**config.mk**
```make
export PLATFORM = sky130hd
export DESIGN_NAME = rlei_ctrl
export DESIGN_NICKNAME = d
export VERILOG_FILES = /design/src/rtl/core/rlei_pkg.sv /design/src/rtl/core/rlei_ctrl.sv
export SDC_FILE = /design/constraint.sdc
export NUM_CORES = 1
export LEC_CHECK = 0
export BUFFER_PORTS_ARGS = -buffer_cell sky130_fd_sc_hd__buf_2
export CAP_MARGIN = 0
export CELL_PAD_IN_SITES_DETAIL_PLACEMENT = 0
export CELL_PAD_IN_SITES_GLOBAL_PLACEMENT = 1
export CORE_AREA = 2 2 39 41
export CTS_CLUSTER_SIZE = 20
export DETAILED_ROUTE_END_ITERATION = 8
export DIE_AREA = 0 0 41 43
export PLACE_DENSITY = 0.57
export SYNTH_ARGS = -nofsm -noshare
export SYNTH_HDL_FRONTEND = slang
export SYNTH_SLANG_ARGS = --single-unit
```
**constraint.sdc**
```tcl
create_clock -name clk_i -period 1.5 [get_ports clk_i]
set_input_delay 0.225 -clock clk_i [delete_from_list [all_inputs] [get_ports clk_i]]
set_output_delay 0.225 -clock clk_i [all_outputs]
set_load 0.02 [all_outputs]
```
**src/rtl/core/rlei_pkg.sv**
```systemverilog
// Shared types and constants for the run/lumi/event index lookup block.
// No dependencies; every other file of the block imports this package.
`default_nettype none

package rlei_pkg;

  // Field widths of the input and result items.
  localparam int unsigned KIND_W  = 2;
  localparam int unsigned RUN_W   = 32;
  localparam int unsigned LUMI_W  = 32;
  localparam int unsigned EVENT_W = 32;
  localparam int unsigned ENTRY_W = 40;
  localparam int unsigned POS_W   = 11;

  // Operation carried by one input item.
  typedef enum logic [KIND_W-1:0] {
    KIND_CLEAR      = 2'd0,
    KIND_APPEND     = 2'd1,
    KIND_FIND       = 2'd2,
    KIND_FIND_ENTRY = 2'd3
  } kind_e;

  // Controller states.
  typedef enum logic [1:0] {
    ST_IDLE,
    ST_EXEC,
    ST_SCAN,
    ST_FIN
  } state_e;

  // Commands from the controller to the datapath.
  typedef struct packed {
    logic latch;       // capture the query on an input transfer
    logic clear;       // empty the table
    logic append;      // write the query at the next free position
    logic scan_start;  // rewind the scan pointers
    logic scan_run;    // advance the scan by one entry
    logic res_load;    // capture the result of the current operation
    logic out_load;    // move the result into the output register
  } ctrl_cmd_t;

  // Status from the datapath to the controller.
  typedef struct packed {
    kind_e kind;       // operation of the captured query
    logic  full;       // entry count has reached the table depth
    logic  empty;      // entry count is zero
    logic  hit;        // entry under comparison matches the query
    logic  scan_end;   // the scan has passed the last stored entry
    logic  out_free;   // output register can take a new result
  } ctrl_stat_t;

endpackage

`default_nettype wire

```
**src/rtl/core/rlei_ctrl.sv**
```systemverilog
// Controller state machine of the index lookup block.
// Depends on rlei_pkg; drives the datapath rlei_dpath through command structs.
`default_nettype none

module rlei_ctrl import rlei_pkg::*; (
  input  logic       clk_i,
  input  logic       rst_ni,
  input  logic       in_valid_i,
  output logic       in_ready_o,
  input  ctrl_stat_t stat_i,
  output ctrl_cmd_t  cmd_o
);

  state_e state_q, state_d;

  // State register.
  always_ff @(posedge clk_i or negedge rst_ni) begin
    if (!rst_ni) begin
      state_q <= ST_IDLE;
    end else begin
      state_q <= state_d;
    end
  end

  // Next state and commands.
  always_comb begin
    state_d    = state_q;
    cmd_o      = '0;
    in_ready_o = 1'b0;
    unique case (state_q)
      ST_IDLE: begin
        in_ready_o = 1'b1;
        if (in_valid_i) begin
          cmd_o.latch = 1'b1;
          state_d     = ST_EXEC;
        end
      end
      ST_EXEC: begin
        unique case (stat_i.kind) inside
          KIND_CLEAR: begin
            cmd_o.clear    = 1'b1;
            cmd_o.res_load = 1'b1;
            state_d        = ST_FIN;
          end
          KIND_APPEND: begin
            cmd_o.append   = !stat_i.full;
            cmd_o.res_load = 1'b1;
            state_d        = ST_FIN;
          end
          KIND_FIND, KIND_FIND_ENTRY: begin
            // An empty table misses at once.
            if (stat_i.empty) begin
              cmd_o.res_load = 1'b1;
              state_d        = ST_FIN;
            end else begin
              cmd_o.scan_start = 1'b1;
              state_d          = ST_SCAN;
            end
          end
          default: begin
            state_d = ST_IDLE;
          end
        endcase
      end
      ST_SCAN: begin
        cmd_o.scan_run = 1'b1;
        if (stat_i.hit || stat_i.scan_end) begin
          cmd_o.res_load = 1'b1;
          state_d        = ST_FIN;
        end
      end
      ST_FIN: begin
        // Hand the result over once the output register is free.
        if (stat_i.out_free) begin
          cmd_o.out_load = 1'b1;
          state_d        = ST_IDLE;
        end
      end
      default: begin
        state_d = ST_IDLE;
      end
    endcase
  end

endmodule

`default_nettype wire

```
==> reports/qor.log <==
[drt] number of DRC markers after the initial detailed-route iteration 4
[drt] number of antenna-violating nets in the routed design 0
[placement] Post-Place Worst Slack 0.0567 ns
[setup_path] R2R setup slack 0.07 ns
[setup_path] arrival time at the worst endpoint 1.29 ns
[global_routing] initial antenna violation count 0
[sta] worst-case headroom to the max-slew limit 86.3%
[power] leakage component of the power 0.253 nW
[setup_path] nature of the critical path startpoint register
[setup_path] Worst Reg2Reg Path Length in Cells 5
[power] Max rail drop VDD 956 uV
[sta] final setup violation count 1
[synthesis] syn avg cell area 9.29 sq um
[drt] post-detailed-routing wire length 681 microns
[clock_network] number of sinks handled by clock tree synthesis 2
[placement] sum of net half-perimeters after detailed placement 505 microns
[drt] Vias 282
[final_layout] share of cells above drive strength 1 76.4%
[drt] Routed WL per cell 9.59 microns
[global_routing] maximum number of pins on one net before global-route repair 5
[hold_path] Tightest Hold Check Type in -> async
[power] power density over cell area 2050 nW/um^2
[synthesis] flip-flop and latch count after synthesis 2
[sta] Final Hold Viols 0
[sta] maximum clock rate 662 MHz
[placement] Placed Instance Area 417 sq um
[global_routing] via count of the first global-routing pass 276
[floorplanning] initial standard-cell utilization of the core 17.5%
[clock_network] Clk pin slew, worst setup/hold paths 0.03 ns
[placement] routability cong. 0.689
[sta] slew at the pin closest to its max-slew limit 0.206 ns
[synthesis] fraction of the mapped netlist area in adder cells 20.7%
[synthesis] post-synthesis cell type with the largest combined area sky130_fd_sc_hd__dfrtp_1
[synthesis] compound-cell area share of the yosys netlist 18.1%
[global_routing] Overall Global Routing Usage 10.6%
[floorplanning] IO Pins 18
[synthesis] Synth top area share 20.7%
[final_layout] Antenna Diode Count 0
[final_layout] commonest cells after routing, fill and taps aside 13 x sky130_fd_sc_hd__buf_2, 10 x sky130_fd_sc_hd__buf_4, 3 x sky130_fd_sc_hd__inv_2, 3 x sky130_fd_sc_hd__clkbuf_4
[synthesis] Distinct cells, synth 18
[placement] IO Port Bufs 17
[synthesis] post-synthesis cell count 26
[status] outcome finished, violations left
[final_layout] post-route standard cell area excluding fillers 512 sq um
[final_layout] most common cell after layout, fill and taps aside sky130_fd_sc_hd__buf_2
[setup_path] CP max FO 3
[synthesis] post-synthesis instance area 241 sq um
[synthesis] xor and xnor area share after synthesis 0%
[synthesis] number of synthesis warnings 0
[global_routing] total congestion overflow 0
[setup_path] Crit path required time 1.27 ns
[sta] setup TNS -0.0106 ns
[floorplanning] DIE HEIGHT 43 microns
[final_layout] number of standard cells in the layout, taps in and fillers out 71
[synthesis] main combinational cell family by area after synthesis simple AND/OR/NAND/NOR gates
[clock_network] number of CTS-inserted buffers 3
[sta] Layout Skew 0.00513 ns
[sta] max-slew violation count 0
[setup_path] kind of end point of the critical path output port
[floorplanning] Core ar. 1380 sq um
[synthesis] simple-gate area share of the yosys netlist 31.6%
[synthesis] synthesized netlist net count 40
[drt] drt drc 0
[final_layout] fin util 37.0%
[clock_network] Root Driver sky130_fd_sc_hd__clkbuf_4
[synthesis] sequential fraction of the synthesis area 20.7%
[sta] crit share post-route 101%
[sta] fin crit period 1.51 ns
[floorplanning] total number of placement rows 14
[drt] per-cell via count in the routed design 3.97
[clock_network] H-Tree Level Count 1
[floorplanning] Die X 41 microns
[final_layout] total number of nets in the final design 71
[drt] number of search-and-repair iterations in the first detailed-routing pass 4
[final_layout] Layout area overhead 112%
[setup_path] Setup CP Type reg -> out
[synthesis] top cells by area, synth sky130_fd_sc_hd__dfrtp_1 21%, sky130_fd_sc_hd__ha_1 21%, sky130_fd_sc_hd__a2bb2oi_2 6.2%, sky130_fd_sc_hd__and2_1 5.2%, sky130_fd_sc_hd__nand2b_1 5.2%
[run] max-cap violations 0
[floorplanning] area enclosed by the die boundary 1760 sq um
[synthesis] portion of netlist area occupied by mux cells 4.15%
[sta] Worst Slack Setup Final -0.0106 ns
[status] violated checks setup timing
[placement] number of cells after detailed placement 65
[clock_network] deepest clock path buffer count 2
[power] Power, Total 1.05 mW
[clock_network] clock tree from TritonCTS yes
[sta] unrepaired setup endpoints after global routing yes
[clock_network] insertion delay of the later-clocked pin in the worst-skew pair 0.22 ns
[sta] final hold slack 0.313 ns
[global_routing] first-pass GRT wire length 1.14 mm
==> critical path: stages (launching register included) <==
cell	delay [ns]
sky130_fd_sc_hd__dfrtp_1	0.40
sky130_fd_sc_hd__inv_2	0.10
sky130_fd_sc_hd__ha_4	0.14
sky130_fd_sc_hd__inv_2	0.04
sky130_fd_sc_hd__nor4b_2	0.19
sky130_fd_sc_hd__buf_2	0.20
==> kinds of logic (layout without fill, tap and decap cells) <==
family | after synthesis | in the layout
compound gates | 5 | 5
fa+ha+maj | 4 | 4
flops | 2 | 2
mux | 1 | 1
simple gates | 11 | 11
buf+inv | 3 | 32
==> synthesized netlist by cell type, drive strengths merged <==
cell and n:
mux2i 1, o2111ai 1, and2 2, nand2 1, nand4 1, or3b 1
a2bb2oi 1, ha 4, a21boi 1, dfrtp 2, nand2b 2, o21ai 1
inv 3, nor2 1, a21o 1, nor4b 1, nor3 1, or2b 1
==> area by class of cell <==
type | instances | area (sq um)
timing repair buffer | 26 | 173
clock buffer | 3 | 22.5
tap | 16 | 20.0
fill | 154 | 872
multi-input combinational | 21 | 235
inverter | 3 | 11.3
sequential | 2 | 50.0
==> power by group <==
part | total [mW] | switching [mW] | internal (mW) | leakage (nW)
Combinational | 0.821 | 0.384 | 0.437 | 0.216
Clock | 0.118 | 0.0296 | 0.0881 | 0.0138
Sequential | 0.109 | 0.0252 | 0.0836 | 0.0236
==> what timing repair did <==
item,CTS,global route
hold buffers,1,0
setup buffers,3,0
endpoints found under the hold margin,2,0
setup endpoints to repair,5,8
pin swaps,4,1
gates resized for setup,12,4
==> routing by layer <==
metal  share of wire [%]  global-route usage (%)
met5                   0                       0
met4                   0                    4.00
met3                 5.0                    9.42
met2                  45                    14.1
met1                  50                    11.8
==> worst max-delay path by stage <==
stage	end	slack (ns)	cells after the start
floorplan	register	-0.02	5
global placement	cmd_o[4]	0.04	5
detailed placement	register	0.06	5
CTS	cmd_o[1]	-0.03	4
global route	cmd_o[4]	-0.10	5
finish	cmd_o[4]	-0.01	5
(Power assumes the default switching activity.)
